### src/rtl/core/mlp_population_inference_unit_assert.svh
// ---------------------------------------------------------------------------
// MLP population inference - assertion macros
// Concurrent checks on clk with synchronous active-low reset; empty in synthesis.
// ---------------------------------------------------------------------------
`ifndef MLP_POPULATION_INFERENCE_UNIT_ASSERT_SVH
`define MLP_POPULATION_INFERENCE_UNIT_ASSERT_SVH

`ifndef SYNTH
// expr must hold at every edge out of reset
`define MLPPI_ASSERT(lbl, expr) \
  lbl: assert property (@(posedge clk) disable iff (!rst_n) (expr)) \
    else $error("mlppi assertion failed");
// cons must hold in the same cycle as ante
`define MLPPI_ASSERT_IMPLY(lbl, ante, cons) \
  lbl: assert property (@(posedge clk) disable iff (!rst_n) (ante) |-> (cons)) \
    else $error("mlppi assertion failed");
`else
`define MLPPI_ASSERT(lbl, expr)
`define MLPPI_ASSERT_IMPLY(lbl, ante, cons)
`endif

`endif

### src/rtl/core/mlppi_pkg.sv
// ---------------------------------------------------------------------------
// mlppi_pkg
// Shared types, codes and the elaboration-time sigmoid entry generator.
// ---------------------------------------------------------------------------
package mlppi_pkg;

  localparam int unsigned POPULATION_SIZE_DEF     = 10;
  localparam int unsigned HIDDEN_COUNT_DEF        = 5;
  localparam int unsigned SIGMOID_TABLE_DEPTH_DEF = 256;

  // field widths fixed by the interface
  localparam int unsigned GENE_W   = 16;
  localparam int unsigned PROD_W   = 32;
  localparam int unsigned ACC_W    = 36;   // 8 * 2^30 + bias, signed
  localparam int unsigned HID_W    = 15;   // ReLU output, 0..32767
  localparam int unsigned ACT_W    = 13;
  localparam int unsigned OFF_W    = 28;   // clamped sum shifted to [0, 2^28)

  // tag field widths, sized for the largest parameter values
  localparam int unsigned MEMBER_W = 6;    // up to 64 members
  localparam int unsigned HIDX_W   = 3;    // up to 8 hidden neurons

  localparam int unsigned RESULT_SLOTS = 2;

  localparam logic signed [GENE_W-1:0] BIAS_ONE = 16'sd4096;

  // gene kinds
  localparam logic [1:0] K_FEAT  = 2'd0;  // hidden input weight
  localparam logic [1:0] K_HBIAS = 2'd1;  // hidden bias, closes a neuron
  localparam logic [1:0] K_OWGT  = 2'd2;  // output weight
  localparam logic [1:0] K_OBIAS = 2'd3;  // output bias, closes a member

  typedef struct packed {
    logic                valid;
    logic [1:0]          kind;
    logic [1:0]          fsel;
    logic [HIDX_W-1:0]   hidx;
    logic                first;
    logic [MEMBER_W-1:0] member;
    logic                last;
  } tag_t;

  typedef struct packed {
    logic                    valid;
    logic [MEMBER_W-1:0]     member;
    logic                    last;
    logic signed [ACC_W-1:0] sum;
  } fin_t;

  typedef struct packed {
    logic             valid;
    logic [3:0]       member;
    logic [ACT_W-1:0] act;
    logic             last;
  } res_t;

  typedef struct packed {
    logic       idle;
    logic [1:0] pend;
  } stat_t;

  // restoring divide, used only to build constants
  function automatic longint unsigned udiv64(longint unsigned num, longint unsigned den);
    longint unsigned q;
    longint unsigned r;
    int              i;
    q = 64'd0;
    r = 64'd0;
    for (i = 63; i >= 0; i--) begin
      r = (r << 1) | ((num >> i) & 64'd1);
      q = q << 1;
      if (r >= den) begin
        r = r - den;
        q = q | 64'd1;
      end
    end
    return q;
  endfunction

  // sigmoid at the center of bucket k, unsigned Q0.12
  function automatic logic [ACT_W-1:0] sig_entry(int unsigned k, int unsigned depth);
    longint unsigned off;
    longint unsigned mag;
    longint unsigned y;
    longint unsigned term;
    longint unsigned e;
    longint unsigned den;
    longint unsigned s;
    longint          acc;
    logic            neg;
    int              n;
    int              i;
    off = udiv64((64'(k) * 64'd2 + 64'd1) * (64'd8 << 24), 64'(depth));
    neg = off < (64'd8 << 24);
    mag = neg ? ((64'd8 << 24) - off) : (off - (64'd8 << 24));
    y = mag << 3;
    term = 64'd1 << 31;
    acc  = 64'sd1 <<< 31;
    for (n = 1; n <= 14; n++) begin
      term = udiv64((term * y) >> 31, 64'(n));
      if ((n % 2) == 1) begin
        acc = acc - longint'(term);
      end else begin
        acc = acc + longint'(term);
      end
    end
    if (acc < 0) acc = 0;
    if (acc > (64'sd1 <<< 31)) acc = 64'sd1 <<< 31;
    e = unsigned'(acc);
    for (i = 0; i < 4; i++) begin
      e = (e * e) >> 31;
    end
    den = (64'd1 << 31) + e;
    s = udiv64((64'd4096 << 31) + (den >> 1), den);
    if (neg) s = 64'd4096 - s;
    return ACT_W'(s);
  endfunction

endpackage

### src/rtl/core/mlppi_wmem.sv
// ---------------------------------------------------------------------------
// mlppi_wmem
// Gene store: one write port, one registered read port.
// ---------------------------------------------------------------------------
module mlppi_wmem #(
  parameter int unsigned DEPTH = 260,
  parameter int unsigned AW    = 9
) (
  input  logic                           clk,
  input  logic                           we,
  input  logic [AW-1:0]                  waddr,
  input  logic [mlppi_pkg::GENE_W-1:0]   wdata,
  input  logic                           re,
  input  logic [AW-1:0]                  raddr,
  output logic [mlppi_pkg::GENE_W-1:0]   rdata
);

  logic [mlppi_pkg::GENE_W-1:0] mem [DEPTH];
  logic [mlppi_pkg::GENE_W-1:0] rdata_r;

  always_ff @(posedge clk) begin
    if (we) begin
      mem[waddr] <= wdata;
    end
  end

  always_ff @(posedge clk) begin
    if (re) begin
      rdata_r <= mem[raddr];
    end
  end

  assign rdata = rdata_r;

endmodule

### config.mk
export PLATFORM = sky130hd
export DESIGN_NAME = mlppi_wmem
export DESIGN_NICKNAME = d
export VERILOG_FILES = /design/src/rtl/core/mlp_population_inference_unit_assert.svh /design/src/rtl/core/mlppi_pkg.sv /design/src/rtl/core/mlppi_wmem.sv
export SDC_FILE = /design/constraint.sdc
export NUM_CORES = 2
export LEC_CHECK = 0
export BUFFER_PORTS_ARGS = -buffer_cell sky130_fd_sc_hd__buf_2
export CORE_MARGIN = 2
export CORE_UTILIZATION = 45
export CTS_CLUSTER_DIAMETER = 60
export DETAILED_ROUTE_END_ITERATION = 8
export PLACE_DENSITY_LB_ADDON = 0.3
export SLEW_MARGIN = 0
export SYNTH_ARGS = -nofsm -noshare
export SYNTH_HDL_FRONTEND = slang
export SYNTH_MEMORY_MAX_BITS = 65536
export SYNTH_SLANG_ARGS = --single-unit
### constraint.sdc
create_clock -name clk -period 4.4 [get_ports clk]
set_input_delay 0.22 -clock clk [delete_from_list [all_inputs] [get_ports clk]]
set_output_delay 0.22 -clock clk [all_outputs]
set_load 0.005 [all_outputs]
==> flow_metrics.env <==
export IMPL_timing_critical_path_arrival_ns=4.50
export IMPL_grt_first_pass_wirelength_um=630000
export IMPL_top_usage_layer="met2"
export IMPL_pre_cts_ws_ns=-0.221
export IMPL_route_antenna_remaining_nets=0
export IMPL_numCtsBuffers=417
export IMPL_gp_congestion=0.881
export IMPL_setup_ws_ns=0.589
export IMPL_vias=83400
export IMPL_hold_path_end="mem[253][6]"
export IMPL_synthesis_yosys_warnings=0
export IMPL_path_max_fanout=1
export IMPL_viasPerCell=6.21
export IMPL_synth_area_leaders="edfxtp_1 77%, mux4_2 9.0%, mux2i_1 3.8%"
export IMPL_grt_start_max_net_pins=153
export IMPL_cts_htree_levels=5
export IMPL_final_min_clock_period_ns=3.81
export IMPL_routed_wirelength_um=452000
export IMPL_cts_tree="done"
export IMPL_crit_path_cell_trace="mux4_1 -> nand2_1 -> a21oi_1 -> a2111oi_0 -> buf_4 -> a2111oi_0 -> nand4b_1 -> o211ai_1"
export IMPL_crit_type="reg2reg"
export IMPL_holdPathStages=4
export IMPL_path_common_cell="a2111oi_0"
export IMPL_yosys_register_bits=4176
export IMPL_slew_headroom_pct=0.200
export IMPL_final_nets=8316
export IMPL_final_hold_violation_count=0
export IMPL_io_buffer_count=52
export IMPL_antenna_violations_before_repair=40
export IMPL_cts_root_buffer="clkbuf_16"
export IMPL_drc_errors=0
export IMPL_placementRows=220
export IMPL_cts_max_path_buffers=4
export IMPL_max_freq_ghz=0.262
export IMPL_met3_usage_pct=4.43
export IMPL_grtUsageMet2_pct=38.5
export IMPL_syn_instance_count=7626
export IMPL_violations="capacitance limit"
export IMPL_worst_pin_slew_ns=1.50
export IMPL_final_common_cell="edfxtp_1"
export IMPL_detailedRoute_firstIterationViolations=12000
export IMPL_fin_setup_tns_ns=0
export IMPL_finalCritPeriodShare_pct=86.6
export IMPL_worstRegToRegCells=8
export IMPL_insertion_delay_to_the_later_sink_of_the_worst_skew_pair_ns=1.03
export IMPL_synthDominantAreaCellType="edfxtp_1"
export IMPL_timing_critical_path_slowest_cell_delay_ns=1.16
export IMPL_drive_gt1_share_pct=23.0
export IMPL_timing_max_transition_violations_final=0
export IMPL_number_of_sinks_handled_by_clock_tree_synthesis=4176
export IMPL_die_width_um=604
export IMPL_unrepaired_setup_endpoints_after_global_routing="no"
export IMPL_drv_max_cap_violation_count=1
export IMPL_min_path_type="in2reg"
export IMPL_worst_endpoint_required_ns=5.08
export IMPL_crit_path_start_kind="flop"
export IMPL_fill_count=27800
export IMPL_async_flop_share_pct=0
export IMPL_met1_usage_pct=34.2
export IMPL_synth_top_area_share_pct=77.4
export IMPL_max_vdd_ir_drop_mv=0.343
export IMPL_post_synthesis_sequential_area_ratio_pct=77.4
export IMPL_powerDensity_nw_per_um2=452
export IMPL_design_portCount=53
export IMPL_critical_path_reg2reg_endpoint="rdata[6]"
export IMPL_core_area_um2=359000
export IMPL_setup_worst_path_end_class="flop"
export IMPL_worst_r2r_setup_slack_ns=0.59
export IMPL_floorplan_die_height_um=604
export IMPL_synth_enable_flop_cells=4176
export IMPL_syn_num_nets=7663
export IMPL_setup_viols_final=0
export IMPL_layout_area_seq_um2=125000
export IMPL_synth_main_ff_cell="edfxtp_1"
export IMPL_drt_pass_1_iters=6
export IMPL_holdCritStartpoint="waddr[5]"
export IMPL_grt_remaining_overflow=0
export IMPL_first_global_vias=81400
export IMPL_dpl_hpwl_um=280000
export IMPL_clkSlewWorstSetupHoldPaths_ns=0.06
export IMPL_starting_density_pct=45.1
export IMPL_average_detailed_routed_wire_length_per_instance_um=33.7
export IMPL_die_area_um2=365000
export IMPL_finalClockSkew_ns=0.0673
export IMPL_syn_to_final_growth_pct=13.9
export IMPL_critical_path_cell_with_the_highest_stage_delay="a2111oi_0"
export IMPL_rr_startpoint="mem[166][6]"
export IMPL_multi_input_area_um2=33200
export IMPL_grt_usage_pct=24.4
export IMPL_run_status="complete, but fails checks"
export IMPL_total_leakage_power_nw=59.4
export IMPL_synth_distinct_cells=77
export IMPL_cts_repair_resized=0
export IMPL_synthesis_area_per_instance_um2=21.2
export IMPL_most_common_layout_cells="4176 x edfxtp_1, 644 x mux4_2, 622 x mux2i_1"
export IMPL_netlist_area_um2=162000
-- cells by family after synthesis --
family | Yosys count | synth area share [%]
AOI/OAI and AO/OA | 850 | 3.71
buffers and inverters | 456 | 2.21
DFF | 4176 | 77.4
muxes | 1379 | 14.6
and+or+nand+nor | 765 | 2.05
-- worst max-delay path: cells and delay by family (launching register included) --
family / cells / cell delay [ns]
simple gates: 2 / 0.58
flops: 1 / 0.36
compound gates: 4 / 1.75
buf+inv: 1 / 0.30
mux: 1 / 0.48
-- metrics by stage --
stage               hold WS [ns]  instances  util [%]  power, mW  area (µm²)
global route              0.0856      13400      51.4       85.3      184000
CTS                       0.0317      13400      51.4       83.7      184000
global placement           0.489      12600      47.5       48.7      171000
floorplan                  0.319       7626         -       46.8      162000
detailed placement         0.492      12600      47.5       48.8      171000
finish                    0.0736      13400      51.4       83.4      184000
-- synthesized netlist by cell type, drive strengths merged, types with 3 or more instances --
cell     instances
a2111oi         47
a211o           13
a211oi          66
a21oi          120
a221o            3
a221oi          32
a22o            15
a22oi          113
a31oi           13
a32o             5
a32oi           12
and2             9
and3             8
and3b            3
buf            312
clkbuf         137
edfxtp        4176
inv              3
mux2             5
mux2i          622
mux4           752
nand2          242
nand3           59
nand3b           3
nand4           23
nand4b           3
nor2           314
nor2b           10
nor3            47
nor3b            3
nor4            12
nor4b            3
o2111ai          3
o211ai           9
o21a             4
o21ai           93
o221ai         113
o22ai          173
o311ai           3
or2              4
or3             11
or3b             3
or4              4
-- registers in the layout, summed over array words and instances (netlist names) --
| signal | count |
|---|---|
| mem | 4160 |
| rdata | 16 |
-- report_power, final --
group	internal [mW]	total [mW]	switching, mW
sequential	43.8	43.9	0.0466
combinational	1.33	4.12	2.78
clock	20.2	35.4	15.1
total	65.4	83.4	18.0
-- per-layer routing --
layer | vias to the layer above | share of wire, % | routed length (µm)
met4 | 10 | 3.8 | 17100
met1 | 44500 | 39 | 176000
li1 | 33500 | - | -
met2 | 4700 | 47 | 214000
met3 | 678 | 9.9 | 44600
met5 | - | 0.015 | 69
-- what timing repair did --
| action | 4_1_cts | 5_1_grt |
|---|---|---|
| setup buffers | 0 | 0 |
| hold buffers | 21 | 0 |
| endpoints found under the hold margin | 1570 | 0 |
-- final cells by class --
class                           instances  area share, %
Clock buffer                          498           5.89
Tap cell                             4773           3.24
Sequential cell                      4176           68.0
Inverter                                5         0.0143
Clock inverter                        272           1.45
Multi-Input combinational cell       2994           18.0
Antenna cell                           24         0.0326
Timing Repair Buffer                  685           3.37
-- worst max-delay path by stage --
stage                    end        start  slack, ns
detailed placement  rdata[6]     raddr[0]      -0.22
floorplan           rdata[5]     raddr[0]       2.01
finish              rdata[6]  mem[166][6]       0.59
global route        rdata[6]  mem[165][6]       0.61
CTS                 rdata[6]  mem[166][6]       0.61
global placement    rdata[6]     raddr[0]      -0.26
Power figures use the tool's default switching activity.
