===== config.mk =====
export PLATFORM = sky130hd
export DESIGN_NAME = mlppi_act
export DESIGN_NICKNAME = d
export VERILOG_FILES = /design/src/rtl/core/mlp_population_inference_unit_assert.svh /design/src/rtl/core/mlppi_pkg.sv /design/src/rtl/core/mlppi_act.sv
export SDC_FILE = /design/constraint.sdc
export NUM_CORES = 1
export LEC_CHECK = 0
export BUFFER_PORTS_ARGS = -buffer_cell sky130_fd_sc_hd__buf_2
export CAP_MARGIN = 10
export CORE_MARGIN = 5
export CORE_UTILIZATION = 55
export DETAILED_ROUTE_END_ITERATION = 7
export GPL_TIMING_DRIVEN = 0
export MAX_ROUTING_LAYER = met4
export PLACE_DENSITY = 0.82
export REMOVE_ABC_BUFFERS = 1
export SETUP_SLACK_MARGIN = 0.2
export SYNTH_ARGS = -nofsm -noshare
export SYNTH_HDL_FRONTEND = slang
export SYNTH_SLANG_ARGS = --single-unit

===== constraint.sdc =====
create_clock -name clk -period 4.3 [get_ports clk]
set_input_delay 0.215 -clock clk [delete_from_list [all_inputs] [get_ports clk]]
set_output_delay 0.215 -clock clk [all_outputs]
set_load 0.005 [all_outputs]

===== src/rtl/core/mlp_population_inference_unit_assert.svh =====
// ---------------------------------------------------------------------------
// MLP population inference - assertion macros
// Concurrent checks on clk with synchronous active-low reset; empty in synthesis.
// ---------------------------------------------------------------------------
`ifndef MLP_POPULATION_INFERENCE_UNIT_ASSERT_SVH
`define MLP_POPULATION_INFERENCE_UNIT_ASSERT_SVH

`ifndef SYNTH
// expr must hold at every edge out of reset
`define MLPPI_ASSERT(lbl, expr) \
  lbl: assert property (@(posedge clk) disable iff (!rst_n) (expr)) \
    else $error("mlppi assertion failed");
// cons must hold in the same cycle as ante
`define MLPPI_ASSERT_IMPLY(lbl, ante, cons) \
  lbl: assert property (@(posedge clk) disable iff (!rst_n) (ante) |-> (cons)) \
    else $error("mlppi assertion failed");
`else
`define MLPPI_ASSERT(lbl, expr)
`define MLPPI_ASSERT_IMPLY(lbl, ante, cons)
`endif

`endif


===== src/rtl/core/mlppi_pkg.sv =====
// ---------------------------------------------------------------------------
// mlppi_pkg
// Shared types, codes and the elaboration-time sigmoid entry generator.
// ---------------------------------------------------------------------------
package mlppi_pkg;

  localparam int unsigned POPULATION_SIZE_DEF     = 10;
  localparam int unsigned HIDDEN_COUNT_DEF        = 5;
  localparam int unsigned SIGMOID_TABLE_DEPTH_DEF = 256;

  // field widths fixed by the interface
  localparam int unsigned GENE_W   = 16;
  localparam int unsigned PROD_W   = 32;
  localparam int unsigned ACC_W    = 36;   // 8 * 2^30 + bias, signed
  localparam int unsigned HID_W    = 15;   // ReLU output, 0..32767
  localparam int unsigned ACT_W    = 13;
  localparam int unsigned OFF_W    = 28;   // clamped sum shifted to [0, 2^28)

  // tag field widths, sized for the largest parameter values
  localparam int unsigned MEMBER_W = 6;    // up to 64 members
  localparam int unsigned HIDX_W   = 3;    // up to 8 hidden neurons

  localparam int unsigned RESULT_SLOTS = 2;

  localparam logic signed [GENE_W-1:0] BIAS_ONE = 16'sd4096;

  // gene kinds
  localparam logic [1:0] K_FEAT  = 2'd0;  // hidden input weight
  localparam logic [1:0] K_HBIAS = 2'd1;  // hidden bias, closes a neuron
  localparam logic [1:0] K_OWGT  = 2'd2;  // output weight
  localparam logic [1:0] K_OBIAS = 2'd3;  // output bias, closes a member

  typedef struct packed {
    logic                valid;
    logic [1:0]          kind;
    logic [1:0]          fsel;
    logic [HIDX_W-1:0]   hidx;
    logic                first;
    logic [MEMBER_W-1:0] member;
    logic                last;
  } tag_t;

  typedef struct packed {
    logic                    valid;
    logic [MEMBER_W-1:0]     member;
    logic                    last;
    logic signed [ACC_W-1:0] sum;
  } fin_t;

  typedef struct packed {
    logic             valid;
    logic [3:0]       member;
    logic [ACT_W-1:0] act;
    logic             last;
  } res_t;

  typedef struct packed {
    logic       idle;
    logic [1:0] pend;
  } stat_t;

  // restoring divide, used only to build constants
  function automatic longint unsigned udiv64(longint unsigned num, longint unsigned den);
    longint unsigned q;
    longint unsigned r;
    int              i;
    q = 64'd0;
    r = 64'd0;
    for (i = 63; i >= 0; i--) begin
      r = (r << 1) | ((num >> i) & 64'd1);
      q = q << 1;
      if (r >= den) begin
        r = r - den;
        q = q | 64'd1;
      end
    end
    return q;
  endfunction

  // sigmoid at the center of bucket k, unsigned Q0.12
  function automatic logic [ACT_W-1:0] sig_entry(int unsigned k, int unsigned depth);
    longint unsigned off;
    longint unsigned mag;
    longint unsigned y;
    longint unsigned term;
    longint unsigned e;
    longint unsigned den;
    longint unsigned s;
    longint          acc;
    logic            neg;
    int              n;
    int              i;
    off = udiv64((64'(k) * 64'd2 + 64'd1) * (64'd8 << 24), 64'(depth));
    neg = off < (64'd8 << 24);
    mag = neg ? ((64'd8 << 24) - off) : (off - (64'd8 << 24));
    y = mag << 3;
    term = 64'd1 << 31;
    acc  = 64'sd1 <<< 31;
    for (n = 1; n <= 14; n++) begin
      term = udiv64((term * y) >> 31, 64'(n));
      if ((n % 2) == 1) begin
        acc = acc - longint'(term);
      end else begin
        acc = acc + longint'(term);
      end
    end
    if (acc < 0) acc = 0;
    if (acc > (64'sd1 <<< 31)) acc = 64'sd1 <<< 31;
    e = unsigned'(acc);
    for (i = 0; i < 4; i++) begin
      e = (e * e) >> 31;
    end
    den = (64'd1 << 31) + e;
    s = udiv64((64'd4096 << 31) + (den >> 1), den);
    if (neg) s = 64'd4096 - s;
    return ACT_W'(s);
  endfunction

endpackage


===== src/rtl/core/mlppi_act.sv =====
// ---------------------------------------------------------------------------
// mlppi_act
// Output clamp, table index scaling and sigmoid lookup.
// ---------------------------------------------------------------------------
module mlppi_act #(
  parameter int unsigned SIGMOID_TABLE_DEPTH = mlppi_pkg::SIGMOID_TABLE_DEPTH_DEF
) (
  input  logic             clk,
  input  logic             rst_n,
  input  mlppi_pkg::fin_t  fin,
  output mlppi_pkg::res_t  res
);

  localparam int unsigned IW  = $clog2(SIGMOID_TABLE_DEPTH);
  localparam int unsigned MUL_W = mlppi_pkg::OFF_W + 13;

  localparam logic signed [mlppi_pkg::ACC_W-1:0] CL_HI = (36'sd1 <<< 27) - 36'sd1;
  localparam logic signed [mlppi_pkg::ACC_W-1:0] CL_LO = -(36'sd1 <<< 27);
  localparam logic [MUL_W-1:0] DEPTH_K = MUL_W'(SIGMOID_TABLE_DEPTH);

  logic [mlppi_pkg::ACT_W-1:0] sig_rom [SIGMOID_TABLE_DEPTH];

  for (genvar k = 0; k < SIGMOID_TABLE_DEPTH; k++) begin : g_rom
    localparam logic [mlppi_pkg::ACT_W-1:0] ENT = mlppi_pkg::sig_entry(k, SIGMOID_TABLE_DEPTH);
    assign sig_rom[k] = ENT;
  end

  logic signed [mlppi_pkg::ACC_W-1:0] clamped;
  logic [mlppi_pkg::OFF_W-1:0]        off_r;
  logic [IW-1:0]                      idx_r;
  logic [MUL_W-1:0]                   scaled;
  logic                               v1_r, v2_r, v3_r;
  logic [3:0]                         mem1_r, mem2_r, mem3_r;
  logic                               last1_r, last2_r, last3_r;
  logic [mlppi_pkg::ACT_W-1:0]        act_r;

  always_comb begin
    if (fin.sum > CL_HI) begin
      clamped = CL_HI;
    end else if (fin.sum < CL_LO) begin
      clamped = CL_LO;
    end else begin
      clamped = fin.sum;
    end
  end

  // clamped + 2^27 lands in [0, 2^28)
  assign scaled = MUL_W'(off_r) * DEPTH_K;

  always_ff @(posedge clk) begin
    off_r   <= clamped[mlppi_pkg::OFF_W-1:0] ^ {1'b1, {(mlppi_pkg::OFF_W-1){1'b0}}};
    mem1_r  <= fin.member[3:0];
    last1_r <= fin.last;
    idx_r   <= scaled[mlppi_pkg::OFF_W +: IW];
    mem2_r  <= mem1_r;
    last2_r <= last1_r;
    act_r   <= sig_rom[idx_r];
    mem3_r  <= mem2_r;
    last3_r <= last2_r;
  end

  always_ff @(posedge clk) begin
    if (!rst_n) begin
      v1_r <= 1'b0;
      v2_r <= 1'b0;
      v3_r <= 1'b0;
    end else begin
      v1_r <= fin.valid;
      v2_r <= v1_r;
      v3_r <= v2_r;
    end
  end

  assign res.valid  = v3_r;
  assign res.member = mem3_r;
  assign res.act    = act_r;
  assign res.last   = last3_r;

endmodule


==> results.cfg <==
[floorplanning]
num_rows = 29
dieArea_um2 = 8324
initial_core_util_pct = 56.84
core_um2 = 6386
die_h_um = 91.24
ios = 65
die_w_um = 91.24

[yosys]
async_flop_share_pct = 0
synth-seq-cells = 46
synth_cells = 472
yosys_most_used_dff = dfxtp_1
synth_area_per_cell_um2 = 7.690
ys_types = 64
syn_area_um2 = 3630
yosys_warnings = 0
synth_edf_count = 0
ys_seq_area_share_pct = 25.37

[timing]
hold_ws_ps = 73.85
maxSlewHeadroom_pct = 15.04
tightest_slew_ps = 1273
fmax_mhz = 279.2
period_needed_ps = 3581
drv_slew = 0
rsz0062_at_grt = no
finClkSkew_ps = 6.849
finalCritPeriodShare_pct = 83.29
hold_viol = 0
final-setup-viol-count = 0

[setup_path]
reg2reg_to = act_r[1]
cp.arrival_ps = 3770
worstReg2RegStart = idx_r[1]
cp.required_ps = 4490
worstPathMaxFanout = 18
startpoint_type = flip-flop
reg2reg_depth = 7
path_class = reg -> reg
regToRegSetupSlack_ps = 720
worstSetupEndpointType = flip-flop

[global_route]
grt_max_degree = 89
antenna_found_initial = 0
gr-usage-all-layers_pct = 29.65
first_global_vias = 3493
grt_pass1_wl_um = 19270
overflow = 0

[finish]
final_area_um2 = 3882
drive_above_1_share_pct = 15.59
synthToLayoutAreaGrowth_pct = 6.963
fin_nets = 545
fin_util_pct = 60.80
antenna_cells = 0

[power_and_ir_drop]
p_leak_nw = 1.539
power_density_nw_per_um2 = 317.8
vdd_drop_max_mv = 0.2865

[drt]
avgViaCountPerCell = 6.955
vias = 3881
avgRoutedWirePerCell_um = 21.98
remaining_drc_errors = 0
routed_wl_um = 12270
drt-pass1-iter-count = 5
antenna_left = 0
drt_first_iter_violations = 513

[placed_design]
detailed_place.area_um2 = 3720
place_hpwl_um = 8380
port_buffers = 41
place_congestion = 1.034

[clocking]
cts_made_buffers = 5
cts_sinks = 46
cts_resized = 0
cts-htree-levels = 2
clk_pin_slew_ps = 90
clk_latency_ps = 310
cts_buffer_depth = 2
cts_tree = built
cts-root-buf = clkbuf_8

[hold_path]
whs_path_depth = 2
min-delay-start = fin[35]
hold_class = in -> reg
whs_endpoint = off_r[27]

[outcome]
outcome = finished clean

[run]
max_cap_viol_count = 0
==> cell type report <==
| class | count | area, um^2 |
|---|---|---|
| Clock buffer | 5 | 68.82 |
| Sequential cell | 46 | 927.1 |
| Multi-Input combinational cell | 366 | 2402 |
| Timing Repair Buffer | 48 | 295.3 |
| Inverter | 13 | 48.80 |
| Tap cell | 77 | 96.34 |
| Fill cell | 579 | 2504 |
| Clock inverter | 3 | 43.79 |
==> worst max-delay path by stage <==
stage                   from        to  slack, ps  depth (start not counted)
finish              idx_r[1]  act_r[1]        720                          7
global placement    idx_r[3]  act_r[0]       -840                          6
global route        idx_r[1]  act_r[5]        670                          8
floorplan           idx_r[3]  act_r[3]        690                          6
CTS                 idx_r[1]  act_r[3]        910                          8
detailed placement  idx_r[1]  act_r[3]        920                          8
==> layer usage <==
layer / GRT usage [%] / wire [um] / vias to the layer above
met3: 6.694 / 1502 / 35
met2: 43.15 / 5357 / 282
met1: 40.79 / 5004 / 1821
met4: 9.291 / 401 / 0
met5: - / 0 / -
li1: - / - / 1743
==> registers in the layout, summed over array words and instances (netlist names) <==
register and count:
idx_r 8, v1_r 1, last1_r 1, act_r 12, v3_r 1, last3_r 1
mem3_r 4, last2_r 1, v2_r 1, mem1_r 4, off_r 8, mem2_r 4
==> cells in the mapped netlist, types with 3 or more instances <==
library cell,number,area [um^2]
a211o_1,3,26.28
a211oi_1,10,75.07
a21oi_1,45,225.2
a221oi_1,5,43.79
a311oi_1,9,78.83
a31oi_1,11,68.82
and2_1,5,31.28
buf_2,17,85.08
buf_4,10,75.07
buf_6,3,33.78
clkbuf_1,16,60.06
dfxtp_1,46,920.9
ha_1,19,237.7
inv_1,12,45.04
mux2i_1,4,40.04
mux4_2,8,180.2
nand2_1,43,161.4
nand2b_1,16,100.1
nand3_1,19,95.09
nand4_1,3,18.77
nor2_1,40,150.1
nor2b_1,13,81.33
nor3_1,15,75.07
nor4_1,3,18.77
o211ai_1,11,82.58
o21a_1,8,60.06
o21ai_0,26,130.1
o21ai_1,4,20.02
o221ai_1,7,61.31
==> critical path, cell delays in order, from the launching register on <==
cell,delay (ps)
dfxtp_1,900
inv_1,410
ha_1,770
and2_2,300
nor2_1,100
mux4_2,510
a211oi_2,320
o22ai_1,150
==> through the flow <==
| stage | setup TNS [ps] | std cells | setup slack [ps] | total power [W] |
|---|---|---|---|---|
| final | 0 | 558 | 718.7 | 0.001234 |
| after global routing | 0 | 558 | 671.9 | 0.001288 |
| after CTS | 0 | 558 | 911.4 | 0.001225 |
| after detailed placement | 0 | 545 | 918.8 | 0.0008978 |
| after global placement | -5557 | 543 | -839.8 | 0.0008975 |
| after floorplan | 0 | 425 | 686.5 | 0.0007613 |
==> what timing repair did <==
item / CTS / global route
setup buffers: 0 / 0
hold buffers: 5 / 0
hold endpoints to repair: 5 / 0
==> cell families after synthesis <==
| logic type | after synthesis | synth area share (%) |
|---|---|---|
| simple gates | 171 | 23.06 |
| compound gates | 162 | 30.09 |
| buf+inv | 60 | 8.445 |
| flops | 46 | 25.37 |
| fa+ha+maj | 19 | 6.550 |
| mux | 13 | 6.377 |
| other cells | 1 | 0.1033 |
==> power breakdown <==
part	switching [W]	internal, W	total [W]
sequential	0.0000551	0.000460	0.000515
combinational	0.000232	0.000160	0.000392
clock	0.000152	0.000174	0.000326
total	0.000440	0.000794	0.00123
==> cell usage in the layout (no fill, tap or decap), types with 3 or more instances in the layout <==
| cell type | count |
|---|---|
| a221oi_1 | 5 |
| a211oi_1 | 10 |
| nor2_1 | 40 |
| mux2i_1 | 4 |
| a211o_1 | 3 |
| dlygate4sd3_1 | 5 |
| nor2b_1 | 13 |
| o21ai_0 | 26 |
| mux4_2 | 8 |
| buf_2 | 41 |
| o21a_1 | 8 |
| nand4_1 | 3 |
| and2_1 | 5 |
| ha_1 | 19 |
| a311oi_1 | 9 |
| clkbuf_8 | 5 |
| a31oi_1 | 11 |
| inv_1 | 12 |
| nand3_1 | 19 |
| nand2b_1 | 16 |
| nand2_1 | 43 |
| o211ai_1 | 11 |
| nor4_1 | 3 |
| a21oi_1 | 45 |
| o221ai_1 | 7 |
| o21ai_1 | 4 |
| dfxtp_1 | 43 |
| nor3_1 | 15 |
No activity file was read; power rests on OpenSTA's default activity.
