## src/rtl/core/mlp_population_inference_unit_assert.svh

```systemverilog
// ---------------------------------------------------------------------------
// MLP population inference - assertion macros
// Concurrent checks on clk with synchronous active-low reset; empty in synthesis.
// ---------------------------------------------------------------------------
`ifndef MLP_POPULATION_INFERENCE_UNIT_ASSERT_SVH
`define MLP_POPULATION_INFERENCE_UNIT_ASSERT_SVH

`ifndef SYNTH
// expr must hold at every edge out of reset
`define MLPPI_ASSERT(lbl, expr) \
  lbl: assert property (@(posedge clk) disable iff (!rst_n) (expr)) \
    else $error("mlppi assertion failed");
// cons must hold in the same cycle as ante
`define MLPPI_ASSERT_IMPLY(lbl, ante, cons) \
  lbl: assert property (@(posedge clk) disable iff (!rst_n) (ante) |-> (cons)) \
    else $error("mlppi assertion failed");
`else
`define MLPPI_ASSERT(lbl, expr)
`define MLPPI_ASSERT_IMPLY(lbl, ante, cons)
`endif

`endif

```

## src/rtl/core/mlppi_pkg.sv

```systemverilog
// ---------------------------------------------------------------------------
// mlppi_pkg
// Shared types, codes and the elaboration-time sigmoid entry generator.
// ---------------------------------------------------------------------------
package mlppi_pkg;

  localparam int unsigned POPULATION_SIZE_DEF     = 10;
  localparam int unsigned HIDDEN_COUNT_DEF        = 5;
  localparam int unsigned SIGMOID_TABLE_DEPTH_DEF = 256;

  // field widths fixed by the interface
  localparam int unsigned GENE_W   = 16;
  localparam int unsigned PROD_W   = 32;
  localparam int unsigned ACC_W    = 36;   // 8 * 2^30 + bias, signed
  localparam int unsigned HID_W    = 15;   // ReLU output, 0..32767
  localparam int unsigned ACT_W    = 13;
  localparam int unsigned OFF_W    = 28;   // clamped sum shifted to [0, 2^28)

  // tag field widths, sized for the largest parameter values
  localparam int unsigned MEMBER_W = 6;    // up to 64 members
  localparam int unsigned HIDX_W   = 3;    // up to 8 hidden neurons

  localparam int unsigned RESULT_SLOTS = 2;

  localparam logic signed [GENE_W-1:0] BIAS_ONE = 16'sd4096;

  // gene kinds
  localparam logic [1:0] K_FEAT  = 2'd0;  // hidden input weight
  localparam logic [1:0] K_HBIAS = 2'd1;  // hidden bias, closes a neuron
  localparam logic [1:0] K_OWGT  = 2'd2;  // output weight
  localparam logic [1:0] K_OBIAS = 2'd3;  // output bias, closes a member

  typedef struct packed {
    logic                valid;
    logic [1:0]          kind;
    logic [1:0]          fsel;
    logic [HIDX_W-1:0]   hidx;
    logic                first;
    logic [MEMBER_W-1:0] member;
    logic                last;
  } tag_t;

  typedef struct packed {
    logic                    valid;
    logic [MEMBER_W-1:0]     member;
    logic                    last;
    logic signed [ACC_W-1:0] sum;
  } fin_t;

  typedef struct packed {
    logic             valid;
    logic [3:0]       member;
    logic [ACT_W-1:0] act;
    logic             last;
  } res_t;

  typedef struct packed {
    logic       idle;
    logic [1:0] pend;
  } stat_t;

  // restoring divide, used only to build constants
  function automatic longint unsigned udiv64(longint unsigned num, longint unsigned den);
    longint unsigned q;
    longint unsigned r;
    int              i;
    q = 64'd0;
    r = 64'd0;
    for (i = 63; i >= 0; i--) begin
      r = (r << 1) | ((num >> i) & 64'd1);
      q = q << 1;
      if (r >= den) begin
        r = r - den;
        q = q | 64'd1;
      end
    end
    return q;
  endfunction

  // sigmoid at the center of bucket k, unsigned Q0.12
  function automatic logic [ACT_W-1:0] sig_entry(int unsigned k, int unsigned depth);
    longint unsigned off;
    longint unsigned mag;
    longint unsigned y;
    longint unsigned term;
    longint unsigned e;
    longint unsigned den;
    longint unsigned s;
    longint          acc;
    logic            neg;
    int              n;
    int              i;
    off = udiv64((64'(k) * 64'd2 + 64'd1) * (64'd8 << 24), 64'(depth));
    neg = off < (64'd8 << 24);
    mag = neg ? ((64'd8 << 24) - off) : (off - (64'd8 << 24));
    y = mag << 3;
    term = 64'd1 << 31;
    acc  = 64'sd1 <<< 31;
    for (n = 1; n <= 14; n++) begin
      term = udiv64((term * y) >> 31, 64'(n));
      if ((n % 2) == 1) begin
        acc = acc - longint'(term);
      end else begin
        acc = acc + longint'(term);
      end
    end
    if (acc < 0) acc = 0;
    if (acc > (64'sd1 <<< 31)) acc = 64'sd1 <<< 31;
    e = unsigned'(acc);
    for (i = 0; i < 4; i++) begin
      e = (e * e) >> 31;
    end
    den = (64'd1 << 31) + e;
    s = udiv64((64'd4096 << 31) + (den >> 1), den);
    if (neg) s = 64'd4096 - s;
    return ACT_W'(s);
  endfunction

endpackage

```

## src/rtl/core/mlppi_mac.sv

```systemverilog
// ---------------------------------------------------------------------------
// mlppi_mac
// Operand select, one multiplier, accumulator and hidden-neuron registers.
// ---------------------------------------------------------------------------
module mlppi_mac #(
  parameter int unsigned HIDDEN_COUNT = mlppi_pkg::HIDDEN_COUNT_DEF
) (
  input  logic                                 clk,
  input  logic                                 rst_n,
  input  logic                                 load,
  input  logic signed [mlppi_pkg::GENE_W-1:0]  feature_a,
  input  logic signed [mlppi_pkg::GENE_W-1:0]  feature_b,
  input  logic signed [mlppi_pkg::GENE_W-1:0]  feature_c,
  input  mlppi_pkg::tag_t                      tag,
  input  logic [mlppi_pkg::GENE_W-1:0]         rdata,
  output mlppi_pkg::fin_t                      fin
);

  localparam int unsigned HW = (HIDDEN_COUNT > 1) ? $clog2(HIDDEN_COUNT) : 1;

  logic signed [mlppi_pkg::GENE_W-1:0] feat_r [3];
  logic [mlppi_pkg::HID_W-1:0]         hid_r [HIDDEN_COUNT];
  mlppi_pkg::tag_t                     tag1_r, tag2_r;
  logic signed [mlppi_pkg::GENE_W-1:0] opnd;
  logic signed [mlppi_pkg::PROD_W-1:0] prod_r;
  logic signed [mlppi_pkg::ACC_W-1:0]  acc_r;
  logic signed [mlppi_pkg::ACC_W-1:0]  sum;
  logic signed [mlppi_pkg::ACC_W-1:0]  shifted;
  logic [mlppi_pkg::HID_W-1:0]         relu;
  mlppi_pkg::fin_t                     fin_r;

  always_ff @(posedge clk) begin
    if (load) begin
      feat_r[0] <= feature_a;
      feat_r[1] <= feature_b;
      feat_r[2] <= feature_c;
    end
  end

  // stage 1: gene from the store times the selected operand
  always_comb begin
    case (tag1_r.kind)
      mlppi_pkg::K_FEAT: begin
        case (tag1_r.fsel)
          2'd0:    opnd = feat_r[0];
          2'd1:    opnd = feat_r[1];
          default: opnd = feat_r[2];
        endcase
      end
      mlppi_pkg::K_OWGT: opnd = $signed({1'b0, hid_r[tag1_r.hidx[HW-1:0]]});
      default:           opnd = mlppi_pkg::BIAS_ONE;
    endcase
  end

  always_ff @(posedge clk) begin
    prod_r <= $signed(rdata) * opnd;
  end

  // stage 2: accumulate, close hidden neurons and members
  assign sum     = tag2_r.first ? mlppi_pkg::ACC_W'(prod_r)
                                : acc_r + mlppi_pkg::ACC_W'(prod_r);
  assign shifted = sum >>> 12;

  always_comb begin
    if (sum[mlppi_pkg::ACC_W-1]) begin
      relu = '0;
    end else if (|shifted[mlppi_pkg::ACC_W-1:mlppi_pkg::HID_W]) begin
      relu = '1;
    end else begin
      relu = shifted[mlppi_pkg::HID_W-1:0];
    end
  end

  always_ff @(posedge clk) begin
    if (tag2_r.valid) begin
      acc_r <= sum;
      if (tag2_r.kind == mlppi_pkg::K_HBIAS) begin
        hid_r[tag2_r.hidx[HW-1:0]] <= relu;
      end
    end
    if (!rst_n) begin
      fin_r.valid <= 1'b0;
    end else begin
      fin_r.valid <= tag2_r.valid && (tag2_r.kind == mlppi_pkg::K_OBIAS);
    end
    fin_r.member <= tag2_r.member;
    fin_r.last   <= tag2_r.last;
    fin_r.sum    <= sum;
  end

  always_ff @(posedge clk) begin
    if (!rst_n) begin
      tag1_r <= '0;
      tag2_r <= '0;
    end else begin
      tag1_r <= tag;
      tag2_r <= tag1_r;
    end
  end

  assign fin = fin_r;

endmodule

```

## config.mk

```make
export PLATFORM = sky130hd
export DESIGN_NAME = mlppi_mac
export DESIGN_NICKNAME = d
export VERILOG_FILES = /design/src/rtl/core/mlp_population_inference_unit_assert.svh /design/src/rtl/core/mlppi_pkg.sv /design/src/rtl/core/mlppi_mac.sv
export SDC_FILE = /design/constraint.sdc
export NUM_CORES = 1
export LEC_CHECK = 0
export BUFFER_PORTS_ARGS = -buffer_cell sky130_fd_sc_hd__buf_2
export CAP_MARGIN = 30
export CORE_ASPECT_RATIO = 1.5
export CORE_MARGIN = 8
export CORE_UTILIZATION = 63
export DETAILED_ROUTE_END_ITERATION = 7
export MAX_ROUTING_LAYER = met4
export PLACE_DENSITY = 0.92
export SLEW_MARGIN = 30
export SYNTH_ARGS = -nofsm -noshare
export SYNTH_HDL_FRONTEND = slang
export SYNTH_SLANG_ARGS = --single-unit
```

## constraint.sdc

```tcl
create_clock -name clk -period 9.35 [get_ports clk]
set_clock_uncertainty 0.05 [all_clocks]
set_input_delay 0.935 -clock clk [delete_from_list [all_inputs] [get_ports clk]]
set_output_delay 0.935 -clock clk [all_outputs]
set_load 0.005 [all_outputs]
```

==> results of run 1 <==
worst paths after layout:
check | start | to | slack [ns] | depth (start not counted)
setup / recovery | tag1_r[8] | prod_r[31] | 1.29 | 22
hold / removal | tag2_r[6] | fin[42] | 0.28 | 0
setup reg to reg | tag1_r[8] | prod_r[31] | 1.29 | 22
hold reg to reg | tag2_r[6] | fin[42] | 0.28 | 0
layout make-up:
type | instances | area, sq um
Sequential cell | 265 | 6900
Tap cell | 415 | 519
Multi-Input combinational cell | 1271 | 12400
Timing Repair Buffer | 152 | 832
Inverter | 332 | 1250
Antenna cell | 1 | 2.50
Clock inverter | 15 | 196
Fill cell | 2169 | 9840
Clock buffer | 23 | 543
cell usage in the layout (no fill, tap or decap), drive strengths merged, types with 9 or more instances in the layout:
master / netlist / routed
a211oi: 38 / 38
a21o: 19 / 19
a21oi: 76 / 76
a31oi: 13 / 13
and2: 171 / 171
buf: 13 / 152
clkbuf: 54 / 23
dfxtp: 106 / 106
edfxtp: 159 / 159
fa: 263 / 263
ha: 117 / 117
inv: 332 / 336
mux2i: 33 / 33
mux4: 15 / 15
nand2: 184 / 184
nand3: 15 / 15
nor2: 82 / 82
nor3: 13 / 13
o21a: 9 / 9
o21ai: 55 / 55
or2: 11 / 11
xnor2: 38 / 38
xor2: 21 / 21
state kept, by name (all words and copies together) (netlist names):
name / flops
prod_r: 32
tag1_r: 16
fin: 44
acc_r: 36
tag2_r: 14
hid_r: 75
feat_r: 48
worst max-delay path, delay by kind of cell, from the launching register on:
kind | cells | cell delay (ns)
muxes | 2 | 0.49
buffers and inverters | 4 | 0.44
AOI/OAI and AO/OA | 5 | 1.64
and+or+nand+nor | 3 | 0.70
adders and majority gates | 7 | 3.71
DFF | 1 | 0.81
xor gates and xnor gates | 1 | 0.08
cell usage after synthesis, types with 3 or more instances:
cell type | count | area [sq um]
xnor2_1 | 38 | 333
o21a_1 | 9 | 67.6
buf_1 | 4 | 15.0
clkbuf_1 | 54 | 203
mux2i_1 | 33 | 330
nand2_1 | 184 | 691
o211a_1 | 5 | 50.1
nand2b_1 | 7 | 43.8
dfxtp_1 | 106 | 2120
a41oi_1 | 6 | 52.6
a21oi_1 | 74 | 370
xor2_1 | 21 | 184
o21bai_1 | 3 | 22.5
nor2b_1 | 5 | 31.3
mux4_2 | 15 | 338
o22ai_1 | 5 | 31.3
a211oi_1 | 37 | 278
nand4_1 | 7 | 43.8
o211ai_1 | 3 | 22.5
a211o_1 | 7 | 61.3
nand3_1 | 15 | 75.1
edfxtp_1 | 159 | 4770
a31oi_1 | 12 | 75.1
or2_2 | 10 | 62.6
nor3_1 | 13 | 65.1
inv_1 | 332 | 1250
o31ai_1 | 4 | 30.0
buf_2 | 7 | 35.0
fa_1 | 263 | 5270
and2_1 | 171 | 1070
nor2_1 | 82 | 308
ha_1 | 117 | 1460
a21o_1 | 19 | 143
or3_1 | 6 | 37.5
and3_1 | 5 | 31.3
o21ai_0 | 50 | 250
nor4_1 | 3 | 18.8
per-layer routing:
metal / track usage / up-vias / part of all wire
met5: - / - / 0
li1: - / 6479 / -
met3: 0.0381 / 336 / 0.070
met1: 0.293 / 7376 / 0.33
met2: 0.504 / 868 / 0.52
met4: 0.208 / 0 / 0.081
logic make-up (layout without fill, tap and decap cells):
kind of cell,after synthesis,after routing,share of synthesized area
simple gates,518,518,0.124
buf+inv,399,522,0.0734
fa+ha+maj,380,380,0.325
flops,265,265,0.334
compound gates,263,263,0.0845
xor+xnor,59,59,0.0250
mux,51,51,0.0339
other cells,0,1,0
metrics by stage:
stage | std cells | util | hold slack [ns]
finish | 2474 | 0.697 | 0.279
global route | 2473 | 0.696 | 0.287
CTS | 2472 | 0.695 | 0.283
detailed placement | 2434 | 0.672 | 0.265
global placement | 2434 | 0.672 | 0.264
floorplan | 1935 | - | 0.260
==> run metrics, run 1 <==
RSZ-0062 raised after global routing no; H-tree depth 1; crit-path max cell delay 0.81 ns; DRC viols 0; crit path time final 8.06 ns; Vias per Instance 6.09; GRT Residual Overflow 0; Synth Net Count 2398; layout cells sized above 1 0.118; Seq cells post-synth 265; initial antenna violation count 0; WL final 53.5 mm; HPWL Detailed 41.0 mm; Slowest cell on crit path dfxtp_1; Final Cell Area 22600 sq um; clock buffer depth 3; post-route setup TNS 0 ns; YS warnings 0; PnR worst setup slack 1.29 ns; Initial Util 0.638; most used cell, CP fa_1; CP Class reg -> reg; worst hold-check path type reg -> reg; total die area 39000 sq um; width of the die 164 um; # port buffers 126; Post-synth EDFFs 159; ANT nets after route 0; Synth Cell Area 20700 sq um; status finished clean; core area 32400 sq um; top_reg_cell synth edfxtp_1; Initial DRT Pass Iterations 8; I/O Pins 127; vias in the first global route 16700; max frequency 0.124 GHz; nets 2506; Clock Latency Late Sink 0.53 ns; Max Cap Viol 0; dpl ws 1.15 ns; via count 15100; worst path arrival time 8.41 ns; crit start category register; Mapped Cells 1935; Layout area overhead 9.24%; CP endpoint kind register; cts repair resizes 0; Slew Viols, Final 0; Iter 0 DRT Violations 1127; sequential fraction of the synthesis area 0.334; die height 238 um; final period utilization 0.863; Fin. Hold Viols 0; Worst-Margin Slew 1.04 ns; DR WL/cell 21.6 um; dpl cell area 21800 sq um; Reg clk slew, reported paths 0.08 ns; std cell rows 81; Slew HR 0.305; largest net degree at the start of global routing 65; routability cong. 0.918; CTS tree done; crit-path max FO 16; CTS Hold Bufs 0; first-pass GRT wire length 85.4 mm; TritonCTS buffer count 21; Unique masters post-synth 71; Clock Sinks 265; CP Cell Sequence mux4_2 -> mux2i_1 -> a211oi_4 -> nand2_1 -> fa_1 -> inv_1 -> fa_1 -> inv_1 -> fa_1 -> fa_1 -> fa_1 -> fa_1 -> inv_1 -> ha_1 -> inv_1 -> nor2_1 -> or3_1 -> o21ai_0 -> a211oi_1 -> a211o_1 -> a21oi_1 -> xnor2_1; Setup Buffers After CTS 0; GRT Total Usage 0.289; Root Driver clkbuf_16; Worst EP required 9.69 ns; # setup viols final 0; asr flop ratio synth 0; syn_area_per_cell 10.7 sq um
Power of run 1 is not shown: default switching activity piles up to over one toggle a cycle in this logic, so the estimate is an artifact.
==> run 2: changes to the inputs <==
CORE_UTILIZATION = 40   (was 63)
PLACE_DENSITY = 0.66   (was 0.92)
==> run 2 against run 1 <==
Effect of this change:
- die area is 52% higher
- worst setup slack better by 0.077 ns
- flip-flop and latch count unchanged
- global-route usage is 11 points lower
- first-iteration DRC count is 34% lower
- utilization decreased by 25 points
- critical path depth increased by 5
- worst hold slack worse by 0.0013 ns
- final area is 1.3% higher
- critical path type unchanged
- highest routed layer unchanged
==> run metrics, run 2 (same netlist as run 1, synthesis figures left out) <==
# setup viols final 0 (unchanged); GRT Residual Overflow 0 (unchanged); Fin. Hold Viols 0 (unchanged); ANT nets after route 0 (unchanged); antenna cells 0 (-1); std cell rows 102 (+26%); nets 2508 (+0.080%); GRT Total Usage 0.179 (-0.110); commonest non-fill, non-tap cell in the layout inv_1; worst hold-check path type reg -> reg; gr busiest metal met2; met1 Track Usage GR 0.181 (-0.112); routability cong. 0.902 (-1.7%); Slew Viols, Final 0 (unchanged); max reg flops 75 (unchanged); largest net degree at the start of global routing 65 (unchanged); Initial Util 0.403 (-0.235); CP Class reg -> reg; Setup Buffers After CTS 0 (unchanged); Max Cap Viol 0 (unchanged); first-pass GRT wire length 82.1 mm (-3.8%); status finished clean; filler cell count 4801 (+120%); Clock Sinks 265 (unchanged); die height 294 um (+24%); crit-path max FO 16 (unchanged); dpl ws 1.38 ns (+0.230 ns); WL final 51.0 mm (-4.8%); total die area 59400 sq um (+52%); HPWL Detailed 40.9 mm (-0.25%); Initial DRT Pass Iterations 5 (-3); Clock Latency Late Sink 0.55 ns (+0.02 ns); H-tree depth 1 (unchanged); Reg clk slew, reported paths 0.07 ns (about the same); cts repair resizes 0 (unchanged); layout cells sized above 1 0.115 (-0.00325); I/O Pins 127 (unchanged); Root Driver clkbuf_16; core area 51300 sq um (+58%); Worst EP required 9.72 ns (+0.03 ns); Iter 0 DRT Violations 745 (-34%); max frequency 0.125 GHz (+0.96%); met2 Usage GRT 0.335 (-0.168); initial antenna violation count 0 (unchanged); CP endpoint kind register; RSZ-0062 raised after global routing no; vias in the first global route 15900 (-5.3%); DR WL/cell 18.6 um (-14%); worst path arrival time 8.36 ns (-0.05 ns); Layout area overhead 10.7%; crit start category register; # port buffers 126 (unchanged); most frequent cells in the layout inv_1 (332), fa_1 (263), nand2_1 (184), and2_1 (171), edfxtp_1 (159); CTS tree done; TritonCTS buffer count 25 (+19%); PnR worst setup slack 1.36 ns (+0.0768 ns); final period utilization 0.854 (-0.00821); CTS Hold Bufs 0 (unchanged); DRC viols 0 (unchanged); via count 14200 (-6.0%); crit path time final 7.99 ns (-0.0768 ns); Slew HR 0.384 (+0.0784); Worst-Margin Slew 0.922 ns (-0.119 ns); width of the die 202 um (+23%); clock buffer depth 3 (unchanged); Vias per Instance 5.17 (-15%); post-route setup TNS 0 ns (unchanged); M3 GR Usage 0.0163 (-0.0218)
run 2: cell count changes in the layout (fill, tap and decap cells not counted), moves of 3 or more:
cell       delta
clkbuf_1      +6
a211oi_1      +5
a211oi_2      -5
bufinv_16     -4
clkbuf_16     +4
inv_6         -3
run 2: area by class of cell:
type                            count  area [sq um]  area share
Inverter                          332          1250      0.0545
Timing Repair Buffer              150           813      0.0355
Clock inverter                     13          98.8     0.00432
Multi-Input combinational cell   1271         12300       0.538
Tap cell                          676           846      0.0370
Clock buffer                       33           666      0.0291
Sequential cell                   265          6900       0.301
run 2: worst max-delay path, cell delays in order (launching register included):
cell	delay [ns]
dfxtp_1	0.85
mux4_2	0.59
mux2i_1	0.24
a211oi_1	0.11
buf_4	0.24
and2_1	0.19
fa_1	0.49
inv_1	0.06
fa_1	0.53
inv_1	0.05
fa_1	0.50
inv_1	0.06
fa_1	0.56
inv_1	0.06
fa_1	0.48
inv_1	0.06
fa_1	0.48
inv_1	0.05
ha_1	0.31
o21ai_0	0.44
nand2_1	0.11
a21oi_1	0.19
a211oi_1	0.12
o21ai_0	0.38
a211oi_1	0.14
a211o_1	0.29
a21oi_1	0.19
xnor2_1	0.08
run 2: layer usage:
metal	routed length [um]	vias up
met4	3130	0
met1	18600	7097
met5	0	-
met2	27600	411
li1	-	6498
met3	1670	155
run 2: through the flow:
stage / hold slack [ns] / util / std cells / area (sq um)
floorplan: 0.260 / - / 1935 / 20700
global placement: 0.267 / 0.431 / 2694 / 22100
detailed placement: 0.267 / 0.431 / 2694 / 22100
CTS: 0.280 / 0.446 / 2740 / 22900
global route: 0.286 / 0.446 / 2740 / 22900
finish: 0.278 / 0.446 / 2740 / 22900
run 2: path summary, 6_finish.rpt:
path | depth (start not counted) | to | startpoint | slack (ns)
max | 27 | prod_r[31] | tag1_r[8] | 1.36
min | 0 | fin[36] | tag2_r[0] | 0.28
max reg2reg | 27 | prod_r[31] | tag1_r[8] | 1.36
min reg2reg | 0 | fin[36] | tag2_r[0] | 0.28
Power of run 2 is left out for the same reason.
